### config.mk
export PLATFORM = sky130hd
export DESIGN_NAME = pqrf_parser
export DESIGN_NICKNAME = d
export VERILOG_FILES = /design/src/rtl/pqrf_pkg.sv /design/src/rtl/pqrf_parser.sv
export SDC_FILE = /design/constraint.sdc
export NUM_CORES = 1
export LEC_CHECK = 0
export BUFFER_PORTS_ARGS = -buffer_cell sky130_fd_sc_hd__buf_2
export CAP_MARGIN = 30
export CORE_MARGIN = 5
export CORE_UTILIZATION = 45
export CTS_CLUSTER_DIAMETER = 100
export DETAILED_ROUTE_END_ITERATION = 10
export GPL_TIMING_DRIVEN = 0
export PLACE_DENSITY = 0.68
export SYNTH_ARGS = -nofsm -noshare
export SYNTH_HDL_FRONTEND = slang
export SYNTH_SLANG_ARGS = --single-unit
### constraint.sdc
create_clock -name clk -period 10.86 [get_ports clk]
set_input_delay 0.543 -clock clk [delete_from_list [all_inputs] [get_ports clk]]
set_output_delay 0.543 -clock clk [all_outputs]
set_load 0.03 [all_outputs]
### src/rtl/pqrf_pkg.sv
// ----------------------------------------------------------------------------
// pqrf_pkg
// Types and constants shared by the reply frame checker modules.
// ----------------------------------------------------------------------------
package pqrf_pkg;

  // Frame layout constants.
  localparam logic [31:0] PQ_CONSTRUCTOR    = 32'h0516_2463;
  localparam logic [7:0]  LONG_HEADER       = 8'h7f;
  localparam int unsigned MIN_PAYLOAD_WORDS = 6;   // 24 bytes
  localparam int unsigned BODY_HEADER       = 20;
  localparam int unsigned LEN_OFFSET        = 16;
  localparam int unsigned CTOR_OFFSET       = 20;
  localparam int unsigned NONCE_OFFSET      = 24;
  localparam int unsigned NONCE_BYTES       = 16;

  // Payload length in bytes: 24-bit word count times four.
  localparam int unsigned LEN_W = 26;

  // Configuration register indexes.
  localparam logic REG_NONCE_LOW  = 1'b0;
  localparam logic REG_NONCE_HIGH = 1'b1;

  // Parser phases.
  typedef enum logic [1:0] {
    PH_HEADER,
    PH_LENGTH,
    PH_PAYLOAD,
    PH_DONE
  } phase_t;

  // One received request.
  typedef struct packed {
    logic [7:0] rx_byte;
    logic       first_of_reply;
  } item_t;

  // Verdict from the parser for one byte.
  typedef struct packed {
    logic        emit;
    logic        status;
    logic [23:0] frame_words;
  } result_t;

endpackage

### src/rtl/pqrf_parser.sv
// ----------------------------------------------------------------------------
// pqrf_parser
// Frame parser: decodes the header, scans the payload and forms the verdict.
// ----------------------------------------------------------------------------
module pqrf_parser
  import pqrf_pkg::*;
#(
  parameter int unsigned MAX_FRAME_BYTES = 1024
) (
  input  logic        clk,
  input  logic        rst,
  input  logic        advance,
  input  item_t       item,
  input  logic [63:0] nonce_low,
  input  logic [63:0] nonce_high,
  output result_t     res
);

  localparam int unsigned OFF_W = $clog2(MAX_FRAME_BYTES);

  phase_t             phase, phase_next;
  logic [1:0]         lbs, lbs_next;
  logic [23:0]        pw, pw_next;
  logic [OFF_W-1:0]   off, off_next;
  logic [31:0]        bl, bl_next;
  logic [31:0]        ctor, ctor_next;
  logic               mm, mm_next;

  phase_t             eff_phase;
  logic [7:0]         b;
  logic [23:0]        pw_merged;
  logic [23:0]        hdr_words;
  logic [26:0]        hdr_bytes;
  logic               hdr_bad;
  logic               len_last;
  logic [LEN_W-1:0]   pay_len;
  logic [OFF_W:0]     off_inc;
  logic               in_len, in_ctor, in_nonce;
  logic [3:0]         nidx;
  logic [63:0]        nword;
  logic [7:0]         nbyte;
  logic [31:0]        bl_ins, ctor_ins;
  logic               mm_ins;
  logic               pay_last, pay_bad;

  // A first byte of a reply always restarts at the header.
  assign b         = item.rx_byte;
  assign eff_phase = item.first_of_reply ? PH_HEADER : phase;

  // Merge one byte of the extended word count.
  always_comb begin
    pw_merged = pw;
    case (lbs)
      2'd0:    pw_merged[7:0]   = b;
      2'd1:    pw_merged[15:8]  = b;
      2'd2:    pw_merged[23:16] = b;
      default: pw_merged        = pw;
    endcase
  end

  assign len_last  = (lbs == 2'd2);

  // Header checks on the completed word count.
  assign hdr_words = (eff_phase == PH_HEADER) ? {16'd0, b} : pw_merged;
  assign hdr_bytes = (eff_phase == PH_HEADER) ? 27'd1 : 27'd4;
  assign hdr_bad   = (hdr_words == 24'd0) ||
                     ((hdr_bytes + {1'b0, hdr_words, 2'b00}) > 27'(MAX_FRAME_BYTES)) ||
                     (hdr_words < 24'(MIN_PAYLOAD_WORDS));

  // Payload field locations.
  assign pay_len  = {pw, 2'b00};
  assign off_inc  = {1'b0, off} + (OFF_W+1)'(1);
  assign pay_last = (LEN_W'(off_inc) == pay_len);
  assign in_len   = (off >= OFF_W'(LEN_OFFSET)) && (off < OFF_W'(CTOR_OFFSET));
  assign in_ctor  = (off >= OFF_W'(CTOR_OFFSET)) && (off < OFF_W'(NONCE_OFFSET));
  assign in_nonce = (off >= OFF_W'(NONCE_OFFSET)) &&
                    (off < OFF_W'(NONCE_OFFSET + NONCE_BYTES));

  // Expected nonce byte; offsets 24 to 39 map to nonce bytes 0 to 15.
  assign nidx  = {~off[3], off[2:0]};
  assign nword = nidx[3] ? nonce_high : nonce_low;
  assign nbyte = nword[{nidx[2:0], 3'b000} +: 8];

  assign bl_ins   = in_len  ? (bl   | (32'(b) << {off[1:0], 3'b000})) : bl;
  assign ctor_ins = in_ctor ? (ctor | (32'(b) << {off[1:0], 3'b000})) : ctor;
  assign mm_ins   = mm || (in_nonce && (b != nbyte));

  // The body length is complete before the earliest possible last byte.
  assign pay_bad = (bl < 32'(BODY_HEADER)) ||
                   ((33'(BODY_HEADER) + {1'b0, bl}) > 33'(pay_len)) ||
                   (ctor_ins != PQ_CONSTRUCTOR) || mm_ins;

  // Next-state logic.
  always_comb begin
    phase_next = phase;
    lbs_next   = lbs;
    pw_next    = pw;
    off_next   = off;
    bl_next    = bl;
    ctor_next  = ctor;
    mm_next    = mm;
    case (eff_phase)
      PH_HEADER: begin
        if (b == LONG_HEADER) begin
          pw_next    = 24'd0;
          lbs_next   = 2'd0;
          phase_next = PH_LENGTH;
        end else begin
          pw_next    = hdr_words;
          off_next   = '0;
          bl_next    = '0;
          ctor_next  = '0;
          mm_next    = 1'b0;
          phase_next = hdr_bad ? PH_DONE : PH_PAYLOAD;
        end
      end
      PH_LENGTH: begin
        pw_next = pw_merged;
        if (len_last) begin
          lbs_next   = 2'd0;
          off_next   = '0;
          bl_next    = '0;
          ctor_next  = '0;
          mm_next    = 1'b0;
          phase_next = hdr_bad ? PH_DONE : PH_PAYLOAD;
        end else begin
          lbs_next = lbs + 2'd1;
        end
      end
      PH_PAYLOAD: begin
        bl_next   = bl_ins;
        ctor_next = ctor_ins;
        mm_next   = mm_ins;
        if (pay_last) begin
          phase_next = PH_DONE;
        end else begin
          off_next = off_inc[OFF_W-1:0];
        end
      end
      default: begin
        phase_next = phase;
      end
    endcase
  end

  // Verdict outputs.
  always_comb begin
    res.emit        = 1'b0;
    res.status      = 1'b0;
    res.frame_words = pw;
    case (eff_phase)
      PH_HEADER: begin
        res.emit        = (b != LONG_HEADER) && hdr_bad;
        res.status      = 1'b1;
        res.frame_words = hdr_words;
      end
      PH_LENGTH: begin
        res.emit        = len_last && hdr_bad;
        res.status      = 1'b1;
        res.frame_words = hdr_words;
      end
      PH_PAYLOAD: begin
        res.emit   = pay_last;
        res.status = pay_bad;
      end
      default: begin
        res.emit = 1'b0;
      end
    endcase
  end

  // Parser state registers.
  always_ff @(posedge clk) begin
    if (rst) begin
      phase <= PH_HEADER;
      lbs   <= 2'd0;
      pw    <= 24'd0;
      off   <= '0;
      bl    <= 32'd0;
      ctor  <= 32'd0;
      mm    <= 1'b0;
    end else if (advance) begin
      phase <= phase_next;
      lbs   <= lbs_next;
      pw    <= pw_next;
      off   <= off_next;
      bl    <= bl_next;
      ctor  <= ctor_next;
      mm    <= mm_next;
    end
  end

endmodule

### After elaboration in Yosys (flattened, before gate mapping)

Index checks and enable logic that the tools add are counted.

* bits of input ports: 140
* bits in latches: 0
* memories kept: 0
* memory bits (writable): 0
* bits in registers: 103
* bits in read-only memories: 0

* eq/ne operators: 15
* add/sub/neg operators: 4
* multiplexer cells: 33
* bitwise gates (word level): 2
* divide/modulo/power cells: 0
* reductions and logical operators: 24
* multiply operators: 0
* $lt $le $gt $ge: 10
* shift operators: 2

Operators by type and width (count)
* one-hot mux 32 bit (3 select lines): 2
* two-way mux 32 bit: 4
* two-way mux 24 bit: 3
* two-way mux 64 bit: 1
* OR 32 bit: 2
* variable part select 64 x 7 -> 8 bit: 1
* one-hot mux 24 bit (2 select lines): 1
* adder 5 x 32 -> 33 bit, first input constant: 1
* > comparator 33 x 26 -> 1 bit: 1
* less-than comparator 32 x 5 -> 1 bit, second input constant: 1
* != test 32 x 27 -> 1 bit, second input constant: 1
* left shift 8 x 5 -> 32 bit: 1
* greater-or-equal comparator 10 x 5 -> 1 bit, second input constant: 3
* two-way mux 10 bit: 3
* one-hot mux 10 bit (3 select lines): 1
* adder 3 x 26 -> 27 bit: 1
* > comparator 27 x 11 -> 1 bit, second input constant: 1
* == test 11 x 26 -> 1 bit: 1
* logical NOT 24 bit: 1
* less-than comparator 24 x 3 -> 1 bit, second input constant: 1
* two-way mux 8 bit: 3
* less-than comparator 10 x 5 -> 1 bit, second input constant: 2
* two-way mux 2 bit: 6
* adder 10 x 1 -> 11 bit, second input constant: 1
* 25 further kinds: 47

### Longest topological paths before layout

Gate-level depths: netlist of run 1.

* depth in word-level cells: 10
* mapped depth: 15
* mapped depth without buffers: 15

### Worst setup path before layout of run 1

Ideal clock, no wire load.

* path kind: input -> output
* start: input item[0] (netlist bit)
* end: output res[25] (netlist bit)
* path slack: 6.560 ns
* buffers on the path: 4
* arrival: 3.757 ns
* stages: 14
* cell sequence: nor2b_1 -> clkbuf_1 -> inv_2 -> clkbuf_1 -> ha_1 -> clkbuf_1 -> inv_1 -> clkbuf_1 -> a31oi_1 -> or4_1 -> nor4_2 -> mux2i_1 -> nor4_2 -> o32ai_1

RTL lines
* start, declared: line pqrf_parser.sv:13 `input item_t item,`
* end, declared: line pqrf_parser.sv:16 `output result_t res`

==> reports/qor.yml, run 1 <==
run_status:
  status: "finished clean"
global_routing:
  grt_use_total_pct: 27.4
  grtUsageMet1_pct: 38.0
  use_met2_pct: 43.2
  grt_overflow: 0
  grt_max_degree: 18
  grt_pass1_wl_um: 43400
  antenna_found_initial: 0
  grt_pass1_vias: 7928
  busiest_layer: "met2"
  use_met3_pct: 3.97
timing:
  fin_skew_ns: 0.00930
  maxSlewViolCount: 0
  max_freq_ghz: 0.163
  slew_headroom_pct: 34.8
  worstMarginPinSlew_ns: 0.971
  setup_violations: 0
  hold_viol_final: 0
  tns_ns: 0
  fin_ws_ns: 4.73
  finalCritPeriodShare_pct: 56.4
  rsz0062_at_grt: "false"
  period_minus_slack_ns: 6.13
synthesis:
  synth_flop_cell: "dfxtp_1"
  async_reset_ff_share_pct: 0
  synth_area_leaders: "dfxtp_1 (27%), mux4_2 (9.3%), a21oi_1 (6.9%)"
  synth_edf_count: 0
  yosys.cell_types.count: 75
  syn-cell-area_um2: 7740
  yosys_warnings: 0
  synth_top_cell_by_area: "dfxtp_1"
  yosysSeqAreaShare_pct: 26.7
  avgSynthCellArea_um2: 8.11
  syn_nets: 1127
  postSynthCellCount: 954
  ys_ff_latch: 103
  synth_top_area_share_pct: 26.7
drt:
  drt_wl_total_um: 27900
  ant_nets: 0
  wl_per_cell_um: 20.5
  vias_per_cell: 6.15
  drc: 0
  first_pass_iters: 5
  vias: 8376
  drt_iter0_drc: 812
floorplanning:
  die_h_um: 141
  row_count: 48
  die_w_um: 141
  start_util_pct: 45.4
  coreArea_um2: 17100
  io_pins: 166
  die_area_um2: 19900
cts:
  clkTransAtPathRegs_ns: 0.08
  cts_buffers: 9
  cts_buffer_depth: 2
  ctsResizeCount: 0
  root_buffer: "clkbuf_16"
  postCtsSetupBuffers: 0
  cts_tree: "done"
  htree_levels: 3
  cts_hold_buffers: 0
  cts.sinks: 103
  insertion_delay_ns: 0.35
job:
  cap_violations: 0
setup_path:
  reg2reg_to: "phase[0]"
  critPathRequiredTime_ns: 10.32
  critPathMaxFanout: 11
  rrSetupSlack_ns: 5.79
  path_class: "reg2out"
  start_kind: "flip-flop"
  reg2reg_from: "phase[1]"
  r2r_cells: 15
  crit_arrival_ns: 5.59
  critPathCaptureType: "output port"
placement:
  dp.cells: 1345
  hpwl_um: 21500
  place_area_um2: 8850
  io_buffers: 165
  place_ws_ns: 5.04
  globalplace.congestion: 0.955
power:
  p_leak_nw: 3.59
  vdd_ir_drop_max_uv: 105
  powerDensity_nw_per_um2: 100
cells_and_area:
  mostFrequentLayoutCells: "buf_2 (181), nor2_1 (132), a21oi_1 (107)"
  final_cells: 1361
  finish.instance_area_um2: 9200
  syn2layout_area_growth_pct: 18.9
  layout_commonest_cell: "buf_2"
  diodes: 0
  fin_nets: 1304
  drive_above_1_share_pct: 22.8
worst_hold_path:
  holdPathStages: 2
  whs_endpoint: "ctor[27]"
  hp-class: "reg2reg"
  hp-start: "ctor[27]"
==> registers in the layout (all words and copies together), names as in the netlist <==
register / cells
off: 10
lbs: 2
mm: 1
ctor: 32
bl: 32
pw: 24
phase: 2
==> layout make-up <==
class	instances	area, um2
clock inverter	6	118
tap	225	282
multi-input combinational	748	5260
buffer	64	268
inverter	39	146
timing repair buffer	166	831
sequential	103	2060
fill	1686	7860
clock buffer	10	229
==> cells in the mapped netlist (4+ instances only) <==
master    count
a21o_1        6
a21oi_1     107
a22o_1        6
a22oi_1      25
a31oi_1      17
and3_1        8
buf_1         4
buf_2        15
clkbuf_1     43
dfxtp_1     103
ha_1         33
inv_1        37
mux2_2       11
mux2i_1      35
mux4_2       32
nand2_1      49
nand2b_1      8
nand3_1      18
nand4_1      21
nand4b_1      4
nor2_1      132
nor2b_1       6
nor3_1       26
nor4_1       29
nor4bb_1      5
o21ai_0      38
o22ai_1       4
o31ai_1       5
or3_1         5
or4_1         7
xnor2_1      28
xor2_1       19
==> per-layer routing <==
layer	wire length, um	up-vias
met5	0	-
met4	1020	0
met3	2290	79
met2	12700	418
met1	11900	3991
li1	-	3888
==> through the flow <==
step | util, % | power [W] | hold slack [ns]
4_1_cts | 53.9 | 0.000923 | 0.476
5_1_grt | 53.9 | 0.000951 | 0.495
3_3_place_gp | 51.8 | 0.000544 | 0.450
3_5_place_dp | 51.9 | 0.000545 | 0.458
2_1_floorplan | - | 0.000482 | 0.437
6_report | 53.9 | 0.000922 | 0.471
==> logic make-up (layout without fill, tap and decap cells) <==
family | Yosys count | after routing | share of synthesized area (%)
and+or+nand+nor | 346 | 346 | 22.8
AOI/OAI and AO/OA | 244 | 244 | 19.1
DFF | 103 | 103 | 26.7
buffers and inverters | 103 | 285 | 5.35
muxes | 78 | 78 | 15.4
xor gates and xnor gates | 47 | 47 | 5.32
adders and majority gates | 33 | 33 | 5.34
==> report_power, final <==
group	internal (W)	leakage, nW	total [W]	switching (W)
Clock	0.000228	0.165	0.000381	0.000153
Combinational	0.0000598	2.59	0.000152	0.0000925
Sequential	0.000382	0.832	0.000389	0.00000703
==> critical path, cell delays in order (launching register included) <==
cell       delay (ns)
dfxtp_1          0.33
nor2b_1          0.44
clkbuf_1         0.50
inv_2            0.22
clkbuf_1         0.31
ha_1             0.26
clkbuf_1         0.25
inv_1            0.19
clkbuf_1         0.38
a31oi_1          0.22
nor4_1           0.53
nand3_1          0.21
a2111oi_0        0.41
nor2_1           0.10
nor4_2           0.42
o32ai_1          0.22
buf_2            0.22
==> worst max-delay path by stage <==
stage	from	end	depth (start not counted)
after floorplan	item[0]	res[25]	14
after global placement	item[0]	res[25]	17
after detailed placement	item[0]	res[25]	17
after CTS	phase[1]	res[25]	16
after global routing	phase[1]	res[25]	16
final	phase[1]	res[25]	16
Power figures use the tool's default switching activity.
==> run 2: changes to the inputs <==
--- a/config.mk
+++ b/config.mk
@@ -5,6 +5,7 @@
 export SDC_FILE = /design/constraint.sdc
 export NUM_CORES = 1
 export LEC_CHECK = 0
+export ABC_AREA = 1
 export BUFFER_PORTS_ARGS = -buffer_cell sky130_fd_sc_hd__buf_2
 export CAP_MARGIN = 30
 export CORE_MARGIN = 5
@@ -12,7 +13,7 @@
 export CTS_CLUSTER_DIAMETER = 100
 export DETAILED_ROUTE_END_ITERATION = 10
 export GPL_TIMING_DRIVEN = 0
-export PLACE_DENSITY = 0.68
+export PLACE_DENSITY = 0.67
 export SYNTH_ARGS = -nofsm -noshare
 export SYNTH_HDL_FRONTEND = slang
 export SYNTH_SLANG_ARGS = --single-unit
==> constraint.sdc (replaced) <==
create_clock -name clk -period 5.8 [get_ports clk]
set_input_delay 0.29 -clock clk [delete_from_list [all_inputs] [get_ports clk]]
set_output_delay 0.29 -clock clk [all_outputs]
set_load 0.03 [all_outputs]
==> run 2 against run 1 <==
Compared with the run above:
- critical path depth is 11 higher
- setup slack lost 3.8 ns
- count of clock-buffer cells in the layout did not move
- first-iteration DRC count fell by 0.12%
- flip-flop and latch count unchanged
- register-to-register slack got worse by 3.8 ns
- combinational power grew to 3.1 times the previous value
- final area grew 8.1%
- area after synthesis up 11%
- sequential power grew 92%
- clock power rose by 64%
==> reports/qor.yml, run 2 <==
run_status:
  status: "finished clean"
cells_and_area:
  reg_top3: "bl: 32 flops, ctor: 32 flops, pw: 24 flops"
  mostFrequentLayoutCells: "nand2_1 (506), buf_2 (174), nor2_1 (170)"
  drive_above_1_share_pct: 11.8  # -11 points
  layout_commonest_cell: "nand2_1"
  fin_nets: 1868  # +43%
  diodes: 0  # unchanged
  syn2layout_area_growth_pct: 16.2
global_routing:
  grt_pass1_wl_um: 49200  # +13%
  antenna_found_initial: 0  # unchanged
  grt_max_degree: 20  # +2
  grt_overflow: 0  # unchanged
  grt_use_total_pct: 28.0  # +0.57 points
  grt_pass1_vias: 9494  # +20%
timing:
  worstMarginPinSlew_ns: 0.754  # -0.217 ns
  slew_headroom_pct: 49.3  # +15 points
  rsz0062_at_grt: "false"
  tns_ns: 0  # unchanged
  maxSlewViolCount: 0  # unchanged
  setup_violations: 0  # unchanged
  hold_viol_final: 0  # unchanged
  period_minus_slack_ns: 4.83
  finalCritPeriodShare_pct: 83.3
  fin_ws_ns: 0.970  # -3.76 ns
  fin_skew_ns: 0.0134  # +0.00408 ns
  max_freq_ghz: 0.207
synthesis:
  synth_top_area_share_pct: 24.1  # -2.6 points
  yosysSeqAreaShare_pct: 24.1  # -2.6 points
  synth_top_cell_by_area: "dfxtp_1"
  synth_edf_count: 0  # unchanged
  postSynthCellCount: 1525  # +60%
  ys_ff_latch: 103  # unchanged
  yosys.area_share.simple_pct: 41.7  # +19 points
  synth_most_common_cell: "nand2_1"
  synthTopCellsByCount: "nand2_1 (506), nor2_1 (170), inv_1 (164)"
  synth_mux_area_share_pct: 0  # -15 points
  synthAdderAreaFrac_pct: 4.83  # -0.51 points
  syn-cell-area_um2: 8560  # +11%
  async_reset_ff_share_pct: 0  # unchanged
  syn_nets: 1698  # +51%
  synth_area_leaders: "dfxtp_1 (24%), nand2_1 (22%), o21ai_0 (7.5%)"
  yosys_warnings: 0  # unchanged
  synthXorXnorAreaFrac_pct: 2.76  # -2.6 points
  yosys.cell_types.count: 35  # -53%
  synth_compound_area_share_pct: 15.5  # -3.6 points
  synth_flop_cell: "dfxtp_1"
  avgSynthCellArea_um2: 5.61  # -31%
  synth_top_family_by_area: "simple AND/OR/NAND/NOR gates"
cts:
  clkTransAtPathRegs_ns: 0.08  # about the same
  postCtsSetupBuffers: 0  # unchanged
  ctsResizeCount: 0  # unchanged
  insertion_delay_ns: 0.37  # +0.02 ns
  htree_levels: 3  # unchanged
  cts_hold_buffers: 0  # unchanged
  root_buffer: "clkbuf_16"
  cts_buffers: 9  # unchanged
  cts_buffer_depth: 2  # unchanged
  cts_tree: "done"
  cts.sinks: 103  # unchanged
floorplanning:
  start_util_pct: 45.7  # +0.39 points
  die_area_um2: 21900  # +9.8%
  die_h_um: 148  # +4.8%
  io_pins: 166  # unchanged
  die_w_um: 148  # +4.8%
  coreArea_um2: 18700  # +9.7%
  row_count: 50  # +4.2%
setup_path:
  critPathCaptureType: "output port"
  critPathMaxFanout: 6  # -5
  start_kind: "flip-flop"
  crit_arrival_ns: 4.54  # -1.05 ns
  critPathRequiredTime_ns: 5.51  # -4.81 ns
  path_class: "reg2out"
placement:
  io_buffers: 159  # -3.6%
  place_ws_ns: 1.33  # -3.72 ns
  globalplace.congestion: 0.955  # about the same
  hpwl_um: 24900  # +16%
power:
  p_leak_nw: 4.58  # +28%
  vdd_ir_drop_max_uv: 143  # +36%
  powerDensity_nw_per_um2: 185  # +85%
drt:
  vias: 10315  # +23%
  ant_nets: 0  # unchanged
  wl_per_cell_um: 16.2  # -21%
  vias_per_cell: 5.33  # -13%
  first_pass_iters: 5  # unchanged
  drc: 0  # unchanged
  drt_iter0_drc: 811  # -0.12%
  drt_wl_total_um: 31300  # +12%
worst_hold_path:
  hp-class: "in2reg"
job:
  cap_violations: 0  # unchanged
## run 2: cell types whose count changed after synthesis, sizes merged, moves of 35 or more
cell	change
mux2i	-35
o21ai	+95
nand2	+458
inv	+128
nor2	+38
nand3	+79
## run 2: layout make-up
class                      count  area (um2)
buffer                        74         312
clock buffer                  10         229
clock inverter                 6        65.1
fill                        2070        8770
inverter                     169         634
multi-input combinational   1179        5550
sequential                   103        2060
tap                          234         293
timing repair buffer         159         796
## run 2: power breakdown
part           switching, W  leakage [nW]  internal (W)
sequential        0.0000205         0.836      0.000727
combinational      0.000319          3.61      0.000152
clock              0.000320         0.137      0.000305
total              0.000659          4.58       0.00118
## run 2: cell families after synthesis
| family | count (synthesis) |
|---|---|
| adder cells (fa/ha/maj) | 33 |
| AND/OR/NAND/NOR | 865 |
| flip-flops | 103 |
| XOR/XNOR | 27 |
| buffers and inverters | 243 |
| AO/OA/AOI/OAI | 254 |
## run 2: critical path: stages, from the launching register on
cell and delay, ns:
dfxtp_1 0.41, ha_1 0.24, o21ai_1 0.20, nor2_1 0.15
nand2_1 0.12, nor3_1 0.22, nand3_1 0.13, nor2_1 0.11
nand3_1 0.12, nor2_1 0.21, nand2_1 0.10, xor2_1 0.15
inv_1 0.06, ha_1 0.29, nand2_1 0.06, inv_1 0.05
nand3_1 0.08, nor2_1 0.17, nand3_1 0.09, nor2_1 0.15
nand3_1 0.09, nor2_1 0.09, nand3_1 0.08, nand2_1 0.07
nand3_1 0.12, o21bai_1 0.31, a21oi_1 0.10, buf_2 0.20
## run 2: metal layers
metal	global-route usage, %	vias up	routed length (um)
met5	0	-	0
met4	9.19	0	1040
met1	37.0	4580	13500
li1	-	5241	-
met3	4.81	78	2460
met2	46.5	416	14300
## run 2: final timing paths
check / slack [ns] / startpoint / endpoint / cells after the start
min reg2reg: 0.46 / bl[0] / bl[0] / 2
max reg2reg: 2.01 / phase[1] / ctor[0] / 10
min: 0.14 / rst / off[9] / 2
max: 0.97 / bl[2] / res[24] / 27
## run 2: stage by stage
| stage | instance area [um2] | instances | hold slack (ns) | total power [W] | utilization, % |
|---|---|---|---|---|---|
| global placement | 9650 | 1918 | 0.439 | 0.00122 | 51.6 |
| CTS | 9940 | 1934 | 0.132 | 0.00184 | 53.1 |
| finish | 9940 | 1934 | 0.143 | 0.00184 | 53.1 |
| global route | 9940 | 1934 | 0.135 | 0.00193 | 53.1 |
| floorplan | 8560 | 1525 | 0.359 | 0.00106 | - |
| detailed placement | 9650 | 1918 | 0.443 | 0.00123 | 51.6 |
